## config.mk

```make
export PLATFORM = sky130hd
export DESIGN_NAME = delta_rle_frame_decoder_flat
export DESIGN_NICKNAME = d
export VERILOG_FILES = /design/src/rtl/drfd_pkg.sv /design/src/rtl/drfd_byte_if.sv /design/src/rtl/drfd_event_if.sv /design/src/rtl/drfd_front.sv /design/src/rtl/drfd_queue.sv /design/src/rtl/drfd_back.sv /design/src/rtl/delta_rle_frame_decoder.sv /design/src/flat_wrapper.sv
export SDC_FILE = /design/constraint.sdc
export NUM_CORES = 1
export LEC_CHECK = 0
export ABC_AREA = 1
export BUFFER_PORTS_ARGS = -buffer_cell sky130_fd_sc_hd__buf_4
export CAP_MARGIN = 40
export CORE_ASPECT_RATIO = 0.75
export CORE_UTILIZATION = 55
export DETAILED_ROUTE_END_ITERATION = 7
export GPL_TIMING_DRIVEN = 1
export PLACE_DENSITY_LB_ADDON = 0.12
export SETUP_SLACK_MARGIN = 0.2
export SLEW_MARGIN = 10
export SYNTH_ARGS = -nofsm -noshare
export SYNTH_HDL_FRONTEND = slang
export SYNTH_SLANG_ARGS = --single-unit
```

## constraint.sdc

```tcl
create_clock -name clk -period 11.5 [get_ports clk]
set_clock_uncertainty 0.15 [all_clocks]
set_input_delay 1.15 -clock clk [delete_from_list [all_inputs] [get_ports clk]]
set_output_delay 1.15 -clock clk [all_outputs]
set_load 0.05 [all_outputs]
```

## src/rtl/drfd_pkg.sv

```systemverilog
`timescale 1ns / 1ps

package drfd_pkg;

	// Default buffer size in pixels.
	localparam int PIXEL_COUNT_DEF = 32768;

	// Entries in the queue between parser and span formatter (a power of two).
	localparam int QUEUE_DEPTH = 2;

	// Byte codes of the file format.
	localparam logic [7:0] MARK_FRAME = 8'h53;
	localparam logic [7:0] CMD_RUN    = 8'h56;
	localparam logic [7:0] CMD_SKIP   = 8'h54;
	localparam logic [7:0] CMD_LIT    = 8'h57;

	// Kinds of result events.
	typedef enum logic [1:0] {
		EV_SPAN   = 2'd0,
		EV_FRAME  = 2'd1,
		EV_ERROR  = 2'd2,
		EV_HEADER = 2'd3
	} event_kind_t;

	// Parser phases.
	typedef enum logic [3:0] {
		PH_IDLE   = 4'd0,
		PH_HDR    = 4'd1,
		PH_WAIT   = 4'd2,
		PH_CMD    = 4'd3,
		PH_RUN_N  = 4'd4,
		PH_RUN_V  = 4'd5,
		PH_SKIP_N = 4'd6,
		PH_LIT_N  = 4'd7,
		PH_LIT_D  = 4'd8,
		PH_ERR    = 4'd9
	} phase_t;

	// Fixed-width part of one queued command.
	typedef struct packed {
		event_kind_t kind;
		logic [7:0]  value;
		logic [7:0]  version;
	} cmd_t;

endpackage

```

## src/rtl/drfd_byte_if.sv

```systemverilog
`timescale 1ns / 1ps

// Byte stream channel into the decoder.
interface drfd_byte_if;
	logic       valid;
	logic       ready;
	logic [7:0] data_byte;
	logic       file_start;

	modport source (output valid, output data_byte, output file_start, input ready);
	modport sink (input valid, input data_byte, input file_start, output ready);
endinterface

```

## src/rtl/drfd_event_if.sv

```systemverilog
`timescale 1ns / 1ps

// Event stream channel out of the decoder.
interface drfd_event_if;
	logic                  valid;
	logic                  ready;
	drfd_pkg::event_kind_t event_kind;
	logic [14:0]           start_index;
	logic [15:0]           span_length;
	logic [7:0]            pixel_value;
	logic [7:0]            format_version;
	logic                  clipped;

	modport source (
		output valid, output event_kind, output start_index, output span_length,
		output pixel_value, output format_version, output clipped, input ready
	);
	modport sink (
		input valid, input event_kind, input start_index, input span_length,
		input pixel_value, input format_version, input clipped, output ready
	);
endinterface

```

## src/rtl/drfd_front.sv

```systemverilog
`timescale 1ns / 1ps

// Byte parser: tracks header and frame commands, keeps the pixel position
// and pushes one command per byte that produces an event.
module drfd_front #(
	parameter int PIXEL_COUNT = drfd_pkg::PIXEL_COUNT_DEF
) (
	input  logic                                 clk,
	input  logic                                 arst_n,
	drfd_byte_if.sink                            byte_in,
	input  logic                                 queue_full,
	output logic                                 push,
	output drfd_pkg::cmd_t                       cmd,
	output logic [$clog2(PIXEL_COUNT + 1) - 1:0] cmd_start,
	output logic [$clog2(PIXEL_COUNT + 1) - 1:0] cmd_count
);

	localparam int POS_W = $clog2(PIXEL_COUNT + 1);
	localparam logic [POS_W-1:0] PC_V = POS_W'(PIXEL_COUNT);
	localparam logic [POS_W-1:0] ONE_V = POS_W'(1);

	drfd_pkg::phase_t phase_q, phase_d;
	logic [1:0]       hdr_q, hdr_d;
	logic [POS_W-1:0] pos_q, pos_d;
	logic [7:0]       pend_q, pend_d;
	logic [7:0]       ver_q, ver_d;

	logic             accept;
	logic [7:0]       b;
	logic             adv_en;
	logic [7:0]       adv_amt;
	logic [POS_W:0]   adv_sum;
	logic [POS_W-1:0] adv_pos;

	assign byte_in.ready = !queue_full;
	assign accept = byte_in.valid && !queue_full;
	assign b = byte_in.data_byte;

	// Parse state register.
	always_ff @(posedge clk or negedge arst_n) begin
		if (!arst_n) begin
			phase_q <= drfd_pkg::PH_IDLE;
			hdr_q   <= '0;
			pos_q   <= '0;
			pend_q  <= '0;
			ver_q   <= '0;
		end else begin
			phase_q <= phase_d;
			hdr_q   <= hdr_d;
			pos_q   <= pos_d;
			pend_q  <= pend_d;
			ver_q   <= ver_d;
		end
	end

	// Next parse state and the command for the queue.
	always_comb begin
		phase_d   = phase_q;
		hdr_d     = hdr_q;
		pos_d     = pos_q;
		pend_d    = pend_q;
		ver_d     = ver_q;
		push      = 1'b0;
		cmd.kind  = drfd_pkg::EV_SPAN;
		cmd.value = b;
		cmd_start = pos_q;
		cmd_count = ONE_V;
		adv_en    = 1'b0;
		adv_amt   = 8'd1;
		if (accept) begin
			if (byte_in.file_start) begin
				phase_d = drfd_pkg::PH_HDR;
				hdr_d   = 2'd1;
				pos_d   = '0;
				pend_d  = '0;
				ver_d   = '0;
			end else begin
				unique case (phase_q)
					drfd_pkg::PH_HDR: begin
						if (hdr_q < 2'd2) begin
							hdr_d = 2'd2;
						end else if (hdr_q == 2'd2) begin
							// Background value: fill the whole buffer.
							hdr_d     = 2'd3;
							push      = 1'b1;
							cmd_start = '0;
							cmd_count = PC_V;
						end else begin
							pos_d    = '0;
							push     = 1'b1;
							cmd.kind = drfd_pkg::EV_HEADER;
							if (b == drfd_pkg::MARK_FRAME) begin
								ver_d   = '0;
								phase_d = drfd_pkg::PH_CMD;
							end else begin
								ver_d   = b;
								phase_d = drfd_pkg::PH_WAIT;
							end
						end
					end
					drfd_pkg::PH_WAIT: begin
						if (b == drfd_pkg::MARK_FRAME) begin
							pos_d   = '0;
							phase_d = drfd_pkg::PH_CMD;
						end else begin
							phase_d  = drfd_pkg::PH_ERR;
							push     = 1'b1;
							cmd.kind = drfd_pkg::EV_ERROR;
						end
					end
					drfd_pkg::PH_CMD: begin
						if (b == drfd_pkg::MARK_FRAME) begin
							pos_d    = '0;
							push     = 1'b1;
							cmd.kind = drfd_pkg::EV_FRAME;
						end else if (b == drfd_pkg::CMD_RUN) begin
							phase_d = drfd_pkg::PH_RUN_N;
						end else if (b == drfd_pkg::CMD_SKIP) begin
							phase_d = drfd_pkg::PH_SKIP_N;
						end else if (b == drfd_pkg::CMD_LIT && ver_q != 8'd0) begin
							phase_d = drfd_pkg::PH_LIT_N;
						end else begin
							push   = 1'b1;
							adv_en = 1'b1;
						end
					end
					drfd_pkg::PH_RUN_N: begin
						pend_d  = b;
						phase_d = drfd_pkg::PH_RUN_V;
					end
					drfd_pkg::PH_RUN_V: begin
						phase_d = drfd_pkg::PH_CMD;
						if (pend_q != 8'd0) begin
							push      = 1'b1;
							cmd_count = {{(POS_W - 8){1'b0}}, pend_q};
							adv_en    = 1'b1;
							adv_amt   = pend_q;
							pend_d    = '0;
						end
					end
					drfd_pkg::PH_SKIP_N: begin
						adv_en  = 1'b1;
						adv_amt = b;
						phase_d = drfd_pkg::PH_CMD;
					end
					drfd_pkg::PH_LIT_N: begin
						pend_d  = b;
						phase_d = (b == 8'd0) ? drfd_pkg::PH_CMD : drfd_pkg::PH_LIT_D;
					end
					drfd_pkg::PH_LIT_D: begin
						push   = 1'b1;
						adv_en = 1'b1;
						pend_d = pend_q - 8'd1;
						if (pend_q == 8'd1) begin
							phase_d = drfd_pkg::PH_CMD;
						end
					end
					default: begin
						// Idle before a file and after an error: bytes are dropped.
					end
				endcase
			end
		end
		// Position advance saturates at the buffer end.
		adv_sum = {1'b0, pos_q} + {{(POS_W - 7){1'b0}}, adv_amt};
		adv_pos = (adv_sum > {1'b0, PC_V}) ? PC_V : adv_sum[POS_W-1:0];
		if (adv_en) begin
			pos_d = adv_pos;
		end
		cmd.version = ver_d;
	end

endmodule

```

## src/rtl/drfd_queue.sv

```systemverilog
`timescale 1ns / 1ps

// Small command queue between the parser and the span formatter.
module drfd_queue #(
	parameter int PIXEL_COUNT = drfd_pkg::PIXEL_COUNT_DEF
) (
	input  logic                                 clk,
	input  logic                                 arst_n,
	input  logic                                 push,
	input  drfd_pkg::cmd_t                       push_cmd,
	input  logic [$clog2(PIXEL_COUNT + 1) - 1:0] push_start,
	input  logic [$clog2(PIXEL_COUNT + 1) - 1:0] push_count,
	output logic                                 full,
	output logic                                 head_valid,
	input  logic                                 pop,
	output drfd_pkg::cmd_t                       head_cmd,
	output logic [$clog2(PIXEL_COUNT + 1) - 1:0] head_start,
	output logic [$clog2(PIXEL_COUNT + 1) - 1:0] head_count
);

	localparam int POS_W = $clog2(PIXEL_COUNT + 1);
	localparam int PTR_W = $clog2(drfd_pkg::QUEUE_DEPTH);
	localparam logic [PTR_W:0] DEPTH_V = (PTR_W + 1)'(drfd_pkg::QUEUE_DEPTH);

	drfd_pkg::cmd_t   cmd_q   [drfd_pkg::QUEUE_DEPTH];
	logic [POS_W-1:0] start_q [drfd_pkg::QUEUE_DEPTH];
	logic [POS_W-1:0] count_q [drfd_pkg::QUEUE_DEPTH];
	logic [PTR_W-1:0] wr_ptr_q, rd_ptr_q;
	logic [PTR_W:0]   cnt_q;

	assign full       = (cnt_q == DEPTH_V);
	assign head_valid = (cnt_q != '0);
	assign head_cmd   = cmd_q[rd_ptr_q];
	assign head_start = start_q[rd_ptr_q];
	assign head_count = count_q[rd_ptr_q];

	// Entry storage.
	always_ff @(posedge clk) begin
		if (push) begin
			cmd_q[wr_ptr_q]   <= push_cmd;
			start_q[wr_ptr_q] <= push_start;
			count_q[wr_ptr_q] <= push_count;
		end
	end

	// Pointers and fill count; the depth is a power of two, so pointers wrap.
	always_ff @(posedge clk or negedge arst_n) begin
		if (!arst_n) begin
			wr_ptr_q <= '0;
			rd_ptr_q <= '0;
			cnt_q    <= '0;
		end else begin
			if (push) begin
				wr_ptr_q <= wr_ptr_q + 1'b1;
			end
			if (pop) begin
				rd_ptr_q <= rd_ptr_q + 1'b1;
			end
			if (push && !pop) begin
				cnt_q <= cnt_q + 1'b1;
			end else if (pop && !push) begin
				cnt_q <= cnt_q - 1'b1;
			end
		end
	end

endmodule

```

## src/rtl/drfd_back.sv

```systemverilog
`timescale 1ns / 1ps

// Span formatter: clips spans at the buffer end and holds the output beat.
module drfd_back #(
	parameter int PIXEL_COUNT = drfd_pkg::PIXEL_COUNT_DEF
) (
	input  logic                                 clk,
	input  logic                                 arst_n,
	input  logic                                 head_valid,
	input  drfd_pkg::cmd_t                       head_cmd,
	input  logic [$clog2(PIXEL_COUNT + 1) - 1:0] head_start,
	input  logic [$clog2(PIXEL_COUNT + 1) - 1:0] head_count,
	output logic                                 pop,
	drfd_event_if.source                         event_out
);

	localparam int POS_W = $clog2(PIXEL_COUNT + 1);
	localparam logic [POS_W-1:0] PC_V = POS_W'(PIXEL_COUNT);

	logic                  valid_q;
	drfd_pkg::event_kind_t kind_q;
	logic [14:0]           start_q;
	logic [15:0]           len_q;
	logic [7:0]            value_q;
	logic [7:0]            version_q;
	logic                  clip_q;

	logic [POS_W-1:0]      avail;
	logic [POS_W-1:0]      len;
	logic [POS_W+14:0]     start_ext;
	logic [POS_W+15:0]     len_ext;
	logic [14:0]           start_n;
	logic [15:0]           len_n;
	logic                  clip_n;

	assign pop = head_valid && (!valid_q || event_out.ready);

	// Clipping of a span against the buffer end.
	always_comb begin
		avail     = PC_V - head_start;
		len       = (head_count < avail) ? head_count : avail;
		start_ext = {15'd0, head_start};
		len_ext   = {16'd0, len};
		start_n   = '0;
		len_n     = '0;
		clip_n    = 1'b0;
		if (head_cmd.kind == drfd_pkg::EV_SPAN) begin
			if (head_start >= PC_V) begin
				clip_n = 1'b1;
			end else begin
				start_n = start_ext[14:0];
				len_n   = len_ext[15:0];
				clip_n  = (head_count > avail);
			end
		end
	end

	// Output valid.
	always_ff @(posedge clk or negedge arst_n) begin
		if (!arst_n) begin
			valid_q <= 1'b0;
		end else if (pop) begin
			valid_q <= 1'b1;
		end else if (event_out.ready) begin
			valid_q <= 1'b0;
		end
	end

	// Output payload.
	always_ff @(posedge clk) begin
		if (pop) begin
			kind_q    <= head_cmd.kind;
			start_q   <= start_n;
			len_q     <= len_n;
			value_q   <= (head_cmd.kind == drfd_pkg::EV_SPAN) ? head_cmd.value : 8'd0;
			version_q <= head_cmd.version;
			clip_q    <= clip_n;
		end
	end

	assign event_out.valid          = valid_q;
	assign event_out.event_kind     = kind_q;
	assign event_out.start_index    = start_q;
	assign event_out.span_length    = len_q;
	assign event_out.pixel_value    = value_q;
	assign event_out.format_version = version_q;
	assign event_out.clipped        = clip_q;

endmodule

```

## src/rtl/delta_rle_frame_decoder.sv

```systemverilog
`timescale 1ns / 1ps
// An accepted byte that yields an event is written into the command queue, then registered in the output beat.
// Throughput: one byte per cycle; the parser runs ahead of a stalled output
// until the two-entry command queue fills, then holds ready low.
// Reset (arst_n, asynchronous, active low) puts the parser in idle awaiting
// a file start and empties the queue and the output beat.

module delta_rle_frame_decoder #(
	parameter int PIXEL_COUNT = drfd_pkg::PIXEL_COUNT_DEF
) (
	input  logic         clk,
	input  logic         arst_n,
	drfd_byte_if.sink    byte_in,
	drfd_event_if.source event_out
);

	localparam int POS_W = $clog2(PIXEL_COUNT + 1);

	logic             push;
	logic             full;
	logic             pop;
	logic             head_valid;
	drfd_pkg::cmd_t   push_cmd;
	drfd_pkg::cmd_t   head_cmd;
	logic [POS_W-1:0] push_start;
	logic [POS_W-1:0] push_count;
	logic [POS_W-1:0] head_start;
	logic [POS_W-1:0] head_count;

	drfd_front #(.PIXEL_COUNT(PIXEL_COUNT)) u_front (
		.clk        (clk),
		.arst_n     (arst_n),
		.byte_in    (byte_in),
		.queue_full (full),
		.push       (push),
		.cmd        (push_cmd),
		.cmd_start  (push_start),
		.cmd_count  (push_count)
	);

	drfd_queue #(.PIXEL_COUNT(PIXEL_COUNT)) u_queue (
		.clk        (clk),
		.arst_n     (arst_n),
		.push       (push),
		.push_cmd   (push_cmd),
		.push_start (push_start),
		.push_count (push_count),
		.full       (full),
		.head_valid (head_valid),
		.pop        (pop),
		.head_cmd   (head_cmd),
		.head_start (head_start),
		.head_count (head_count)
	);

	drfd_back #(.PIXEL_COUNT(PIXEL_COUNT)) u_back (
		.clk        (clk),
		.arst_n     (arst_n),
		.head_valid (head_valid),
		.head_cmd   (head_cmd),
		.head_start (head_start),
		.head_count (head_count),
		.pop        (pop),
		.event_out  (event_out)
	);

endmodule
```

## src/flat_wrapper.sv

```systemverilog
// flat-port wrapper written by rule: the top's interface ports become plain ports
module delta_rle_frame_decoder_flat 
#(
	parameter int PIXEL_COUNT = drfd_pkg::PIXEL_COUNT_DEF
)
  (clk, arst_n, byte_in_valid, byte_in_data_byte, byte_in_file_start, byte_in_ready, event_out_valid, event_out_event_kind, event_out_start_index, event_out_span_length, event_out_pixel_value, event_out_format_version, event_out_clipped, event_out_ready);
  drfd_byte_if byte_in_i ();
  drfd_event_if event_out_i ();
  input  logic clk;
  input  logic arst_n;
  input wire logic [$bits(byte_in_i.valid)-1:0] byte_in_valid;
  input wire logic [$bits(byte_in_i.data_byte)-1:0] byte_in_data_byte;
  input wire logic [$bits(byte_in_i.file_start)-1:0] byte_in_file_start;
  output wire logic [$bits(byte_in_i.ready)-1:0] byte_in_ready;
  output wire logic [$bits(event_out_i.valid)-1:0] event_out_valid;
  output wire logic [$bits(event_out_i.event_kind)-1:0] event_out_event_kind;
  output wire logic [$bits(event_out_i.start_index)-1:0] event_out_start_index;
  output wire logic [$bits(event_out_i.span_length)-1:0] event_out_span_length;
  output wire logic [$bits(event_out_i.pixel_value)-1:0] event_out_pixel_value;
  output wire logic [$bits(event_out_i.format_version)-1:0] event_out_format_version;
  output wire logic [$bits(event_out_i.clipped)-1:0] event_out_clipped;
  input wire logic [$bits(event_out_i.ready)-1:0] event_out_ready;
  assign byte_in_i.valid = byte_in_valid;
  assign byte_in_i.data_byte = byte_in_data_byte;
  assign byte_in_i.file_start = byte_in_file_start;
  assign byte_in_ready = byte_in_i.ready;
  assign event_out_valid = event_out_i.valid;
  assign event_out_event_kind = event_out_i.event_kind;
  assign event_out_start_index = event_out_i.start_index;
  assign event_out_span_length = event_out_i.span_length;
  assign event_out_pixel_value = event_out_i.pixel_value;
  assign event_out_format_version = event_out_i.format_version;
  assign event_out_clipped = event_out_i.clipped;
  assign event_out_i.ready = event_out_ready;
  delta_rle_frame_decoder #(.PIXEL_COUNT(PIXEL_COUNT)) u_core (.clk(clk), .arst_n(arst_n), .byte_in(byte_in_i), .event_out(event_out_i));
endmodule
```

# == Word-level counts from Yosys, hierarchy flattened ==
# Memory sizes are Yosys's and may differ from the RTL's.
# Index checks and enable logic that the tools add are counted.
# word_totals
memories,3
ram_bits,100
output_inout_bits,52
wordCells,164
reg_bits,93
# mem_list
memory,depth,width,read_ports,rd_ports_with_merged_regs,write_ports,line_no,rtl
u_core.u_queue.cmd_q,2,18,1,0,1,drfd_queue.sv:25,drfd_pkg::cmd_t cmd_q [drfd_pkg::QUEUE_DEPTH];
u_core.u_queue.count_q,2,16,1,0,1,drfd_queue.sv:27,logic [POS_W-1:0] count_q [drfd_pkg::QUEUE_DEPTH];
u_core.u_queue.start_q,2,16,1,0,1,drfd_queue.sv:26,logic [POS_W-1:0] start_q [drfd_pkg::QUEUE_DEPTH];
# op_classes
mux,77
n_lt_le_gt_ge,5
n_eq_ne,24
n_reduce_logical,32
add_sub_neg,7
n_bitwise,1
# ops
cell,n
$mux 16,17
$mux 8,12
$pmux 16 s2,2
$mux 4,10
$eq 8x7->1 const B,4
$pmux 4 s7,1
$pmux 8 s3,1
$reduce_bool 8->1,3
$mux 2,11
$mux 1,19
$add 16x8->17,1
$gt 17x16->1 const B,1
$eq 4x3->1 const B,4
$ge 16x16->1 const B,1
$gt 16x16->1,1
$lt 16x16->1,1
$pmux 8 s2,1
$sub 16x16->16 const A,1
$ne 3x3->1 const B,5
$reduce_bool 2->1,5
$reduce_or 2->1,5
$eq 4x2->1 const B,2
$eq 8x1->1 const B,1
$logic_not 8->1,1
other kinds (24),36

# == Logic depth before layout (Yosys ltp) ==
# logic_depth
ltp_word,13
depth_mapped,26
ltp_nobuf,25

# == Modules after synthesis ==
# From an unflattened synthesis, not the netlist that was laid out.
# hier_totals
hier_cells,1032
hier_area_um2,10326.2
# by_module_without_submodules
module,cells_each,area_per_inst_um2,seq_area_each_um2,n_inst
drfd_queue,181,4067.7,3103.0,1
drfd_front,557,3517.1,950.9,1
drfd_back,294,2741.4,1526.5,1

# == Worst setup path before layout ==
# No wires, ideal clock.
# synth_path
kind,input to register
from,input event_out_ready
to,register u_core.u_queue.cnt_q[1]
arrival_ps,4704
cell_stages,7
setup_slack_ps,6515
cell_sequence,nor2_1 > a21oi_1 > inv_1 > ha_1 > a21oi_1 > o21ai_0 > xor2_1
# synth_via
elab_chain_len,5
elab_cells_between_ends,7
# synth_rtl
item,line_no,rtl
start: declaration,flat_wrapper.sv:22,input wire logic [$bits(event_out_i.ready)-1:0] event_out_ready;
$logic_or 1x1->1 (*),drfd_back.sv:36,assign pop = head_valid && (!valid_q || event_out.ready);
$logic_and 1x1->1 (*),drfd_back.sv:36,
net u_core.pop,delta_rle_frame_decoder.sv:21,logic pop;
$logic_not 1->1,drfd_queue.sv:59,if (push && !pop) begin
$logic_and 1x1->1,drfd_queue.sv:59,
$mux 2 / $reduce_bool 2->1 (equally long branches),-,
end signal: assignment,drfd_queue.sv:60,cnt_q <= cnt_q + 1'b1;
end signal: assignment,drfd_queue.sv:62,cnt_q <= cnt_q - 1'b1;
end: declaration,drfd_queue.sv:29,logic [PTR_W:0] cnt_q;
# Mark *: on every way through the listed nets, which the timed path passes. The rest lies on a longest branch.
# A chain may end at the register's enable or synchronous reset.

# == Worst setup path in the final report ==
# layout_path
from,input byte_in_valid
to,register u_core.u_front.pos_q[10]
# layout_via
elab_chain_len,6
elab_cells_between_ends,13
# layout_rtl
item,line_no,rtl
start: declaration,flat_wrapper.sv:11,input wire logic [$bits(byte_in_i.valid)-1:0] byte_in_valid;
$logic_and 1x1->1 (*),drfd_front.sv:36,assign accept = byte_in.valid && !queue_full;
$mux 8,drfd_front.sv:70,if (accept) begin
$add 16x8->17,drfd_front.sv:165,"adv_sum = {1'b0, pos_q} + {{(POS_W - 7){1'b0}}, adv_amt};"
$gt 17x16->1,drfd_front.sv:166,"adv_pos = (adv_sum > {1'b0, PC_V}) ? PC_V : adv_sum[POS_W-1:0];"
$mux 16,drfd_front.sv:166,
$mux 16,drfd_front.sv:167,if (adv_en) begin
end signal: assignment,drfd_front.sv:50,pos_q <= pos_d;
end: declaration,drfd_front.sv:24,"logic [POS_W-1:0] pos_q, pos_d;"
# Every way passes the cells marked *; elsewhere a longest branch is shown, timed or not.

==> impl_metrics.yaml <==
status:
  status: "finished clean"
clock_tree:
  cts_max_level: 4
  cts_inserted_buffers: 17
  ctsHoldBuffers: 0
  clk_path_buf_depth: 2
  ctsResizeCount: 0
  root_buffer: "clkbuf_16"
  path_clk_slew_ns: 0.07
  cts.sinks: 179
  cts_tree: "done"
  worstSkewPairLatency_ns: 0.43
  cts_setup_buffers: 0
global_route:
  overflow: 0
  grt_pass1_wl_um: 31060
  grt_max_degree: 53
  antenna_found_initial: 0
  grt_pass1_vias: 6047
  grt_usage_pct: 24.17
worst_hold_path:
  hold_class: "flop to flop"
yosys:
  synth-seq-cells: 179
  postSynth.asyncResetShare_pct: 24.02
  synth_common_cells: "nand2_1 (296), edfxtp_1 (136), nor2_1 (132)"
  syn_avg_cell_area_sq_um: 9.079
  yosysWarnings: 0
  synth_enable_flop_cells: 136
  yosysMostFrequentCell: "nand2_1"
  ys.flop_type: "edfxtp_1"
  ys_types: 45
  syn-cell-area_sq_mm: 0.009006
  synth.area.top_cells: "edfxtp_1 (45%), nand2_1 (12%), dfrtp_1 (12%)"
  syn_inst: 992
  yosysTopAreaCell: "edfxtp_1"
  synth_nets: 1027
  ys_seq_area_share_pct: 57.29
  synth_top_area_share_pct: 45.35
power_and_ir_drop:
  intPower_w: 0.001499
  peakVddDrop_uv: 133.3
  comb_power_share_pct: 43.2
  p_sw_share_pct: 43.92
  p_seq_share_pct: 36.0
  p_per_area_mw_per_mm2: 260.5
  p_clk_share_pct: 20.8
  switchingPower_w: 0.001175
  leakage_nw: 4.660
placed_design:
  dpl_worst_slack_ns: 6.849
  port_buffers: 64
  dp_hpwl_um: 13480
  globalplace.congestion: 0.9443
  dpl-instance-area_sq_mm: 0.009701
drt:
  dr.pass1.iters: 5
  vias: 6836
  drt_iter0_markers: 515
  wl_um: 19190
  drc_errors: 0
  vias_per_cell: 5.324
  wire_per_inst_um: 14.95
  ant_nets: 0
sta:
  slew_headroom_pct: 53.15
  setup_tns_ns: 0
  min_period_ns: 4.255
  worst_slack_ns: 7.245
  finalSetupViolCount: 0
  layout_worst_path_cycle_share_pct: 37.00
  hold_viol: 0
  tightest_slew_ns: 0.6832
  max_freq_mhz: 235.0
  slew_violations: 0
  rsz0062_at_grt: "false"
die:
  num_rows: 40
  start_util_pct: 56.23
  ioPinCount: 65
  die_w_um: 149.8
  core_area_sq_mm: 0.01602
  die_h_um: 112.8
  dieArea_sq_mm: 0.01690
setup_path:
  cp_data_arrival_time_ns: 4.47
  worstPathMaxFanout: 15
  critPathKind: "input port to flop"
  cp-end-kind: "flop"
  critPathRequiredTime_ns: 11.72
  startpoint_type: "input port"
layout:
  drive_gt1_share_pct: 13.31
  antennaDiodeCount: 0
  nNetsFinal: 1096
  syn2layout_area_growth_pct: 13.99
  final_cell_area_sq_mm: 0.01027
run:
  max-cap-violations: 0
## state kept, by name, summed over array words and instances (netlist names), 2 cells and up
name and count:
u_core.u_front.ver_q 8, u_core.u_back.event_out.format_version 8, u_core.u_front.pos_q 16, u_core.u_front.phase_q 4, u_core.u_back.event_out.start_index 15, u_core.u_front.pend_q 8
u_core.u_back.event_out.pixel_value 8, u_core.u_back.event_out.event_kind 2, u_core.u_queue.start_q 32, u_core.u_queue.count_q 18, u_core.u_back.event_out.span_length 16, u_core.u_queue.cmd_q 36
u_core.u_queue.cnt_q 2, u_core.u_front.hdr_q 2
## power groups by stage
stage / Clock (W) / Combinational (W) / Sequential (W)
after floorplan: 0 / 0.000548 / 0.00129
after global placement: 0 / 0.00113 / 0.000972
after detailed placement: 0 / 0.00115 / 0.000975
after CTS: 0.000562 / 0.00115 / 0.000964
after global routing: 0.000590 / 0.00126 / 0.000977
final: 0.000555 / 0.00116 / 0.000963
## placed cells by master (no fill, tap or decap), types with 3 or more instances in the layout
cell | netlist | layout
a22oi_1 | 6 | 6
nand2_1 | 296 | 296
ha_1 | 21 | 21
inv_1 | 117 | 117
xor2_1 | 15 | 15
clkinv_1 | 2 | 3
mux2i_1 | 5 | 5
nand2_4 | 3 | 3
nor3_1 | 12 | 12
nand4_1 | 9 | 9
inv_8 | 0 | 4
o22ai_1 | 13 | 13
o21ai_0 | 27 | 27
nand2_2 | 10 | 10
buf_4 | 2 | 69
dfrtp_1 | 43 | 42
nand3_1 | 50 | 50
xnor2_1 | 4 | 4
clkbuf_16 | 0 | 17
nand3_2 | 3 | 3
nor2_2 | 7 | 7
inv_6 | 1 | 6
edfxtp_1 | 136 | 136
clkinv_2 | 0 | 3
or2_2 | 5 | 5
nor2_4 | 3 | 5
inv_2 | 3 | 3
nor2_1 | 132 | 130
a21oi_1 | 31 | 30
## kinds of logic after synthesis
kind of cell,Yosys count,synth area share [%]
compound gates,91,5.877
xor+xnor,19,1.848
fa+ha+maj,22,3.140
buf+inv,142,6.446
flops,179,57.29
mux,5,0.5557
simple gates,534,24.84
## per-layer routing
layer  vias to the layer above  share of wire, %  track usage (%)
met4                         0               1.2            5.859
li1                       3392                 -                -
met3                        18               7.7            5.444
met1                      3162                51            38.22
met2                       264                40            33.46
met5                         -                 0                0
## area by class of cell
| cell class | count | area [sq um] |
|---|---|---|
| clock inverter | 15 | 140.1 |
| timing repair buffer | 69 | 518.0 |
| tap | 210 | 262.8 |
| sequential | 179 | 5161 |
| clock buffer | 17 | 425.4 |
| fill | 1320 | 5749 |
| inverter | 123 | 466.7 |
| multi-input combinational | 671 | 3292 |
## final timing paths
kind | start | to | slack (ns) | cells after the start
hold reg to reg | u_core.u_queue.cnt_q[0] | u_core.u_queue.cnt_q[0] | 0.32 | 1
setup reg to reg | u_core.u_queue.cnt_q[0] | u_core.u_front.pos_q[10] | 7.43 | 23
hold / removal | u_core.u_queue.cnt_q[0] | u_core.u_queue.cnt_q[0] | 0.32 | 1
min in group asynchronous | arst_n | u_core.u_queue.cnt_q[1] | 0.56 | 1
setup / recovery | byte_in_valid | u_core.u_front.pos_q[10] | 7.24 | 22
max in group asynchronous | arst_n | u_core.u_queue.rd_ptr_q | 10.24 | 1
## per-stage QoR
| step | cells | total power, W | hold WS (ns) | util, % |
|---|---|---|---|---|
| floorplan | 992 | 0.001833 | 0.2958 | - |
| global placement | 1251 | 0.002105 | 0.3119 | 60.52 |
| detailed placement | 1252 | 0.002122 | 0.3147 | 60.57 |
| CTS | 1284 | 0.002679 | 0.3271 | 64.10 |
| global route | 1284 | 0.002830 | 0.3553 | 64.10 |
| finish | 1284 | 0.002674 | 0.3209 | 64.10 |
## worst max-delay path, cell delays in order
cell and delay (ns):
buf_4 0.11, nand2_1 0.16, nor2_1 0.11, inv_1 0.09, nor2_1 0.05, inv_1 0.28
nand2_1 0.12, o211ai_1 0.12, ha_1 0.19, inv_1 0.05, fa_1 0.39, o21ai_1 0.25
nand3_1 0.13, nand2_1 0.23, nand4_1 0.12, nand2_1 0.11, nand2_1 0.05, nor2_1 0.10
nand3_1 0.08, nand2_1 0.37, nand2_1 0.11, nand2_1 0.09
No activity file was read; power rests on OpenSTA's default activity.
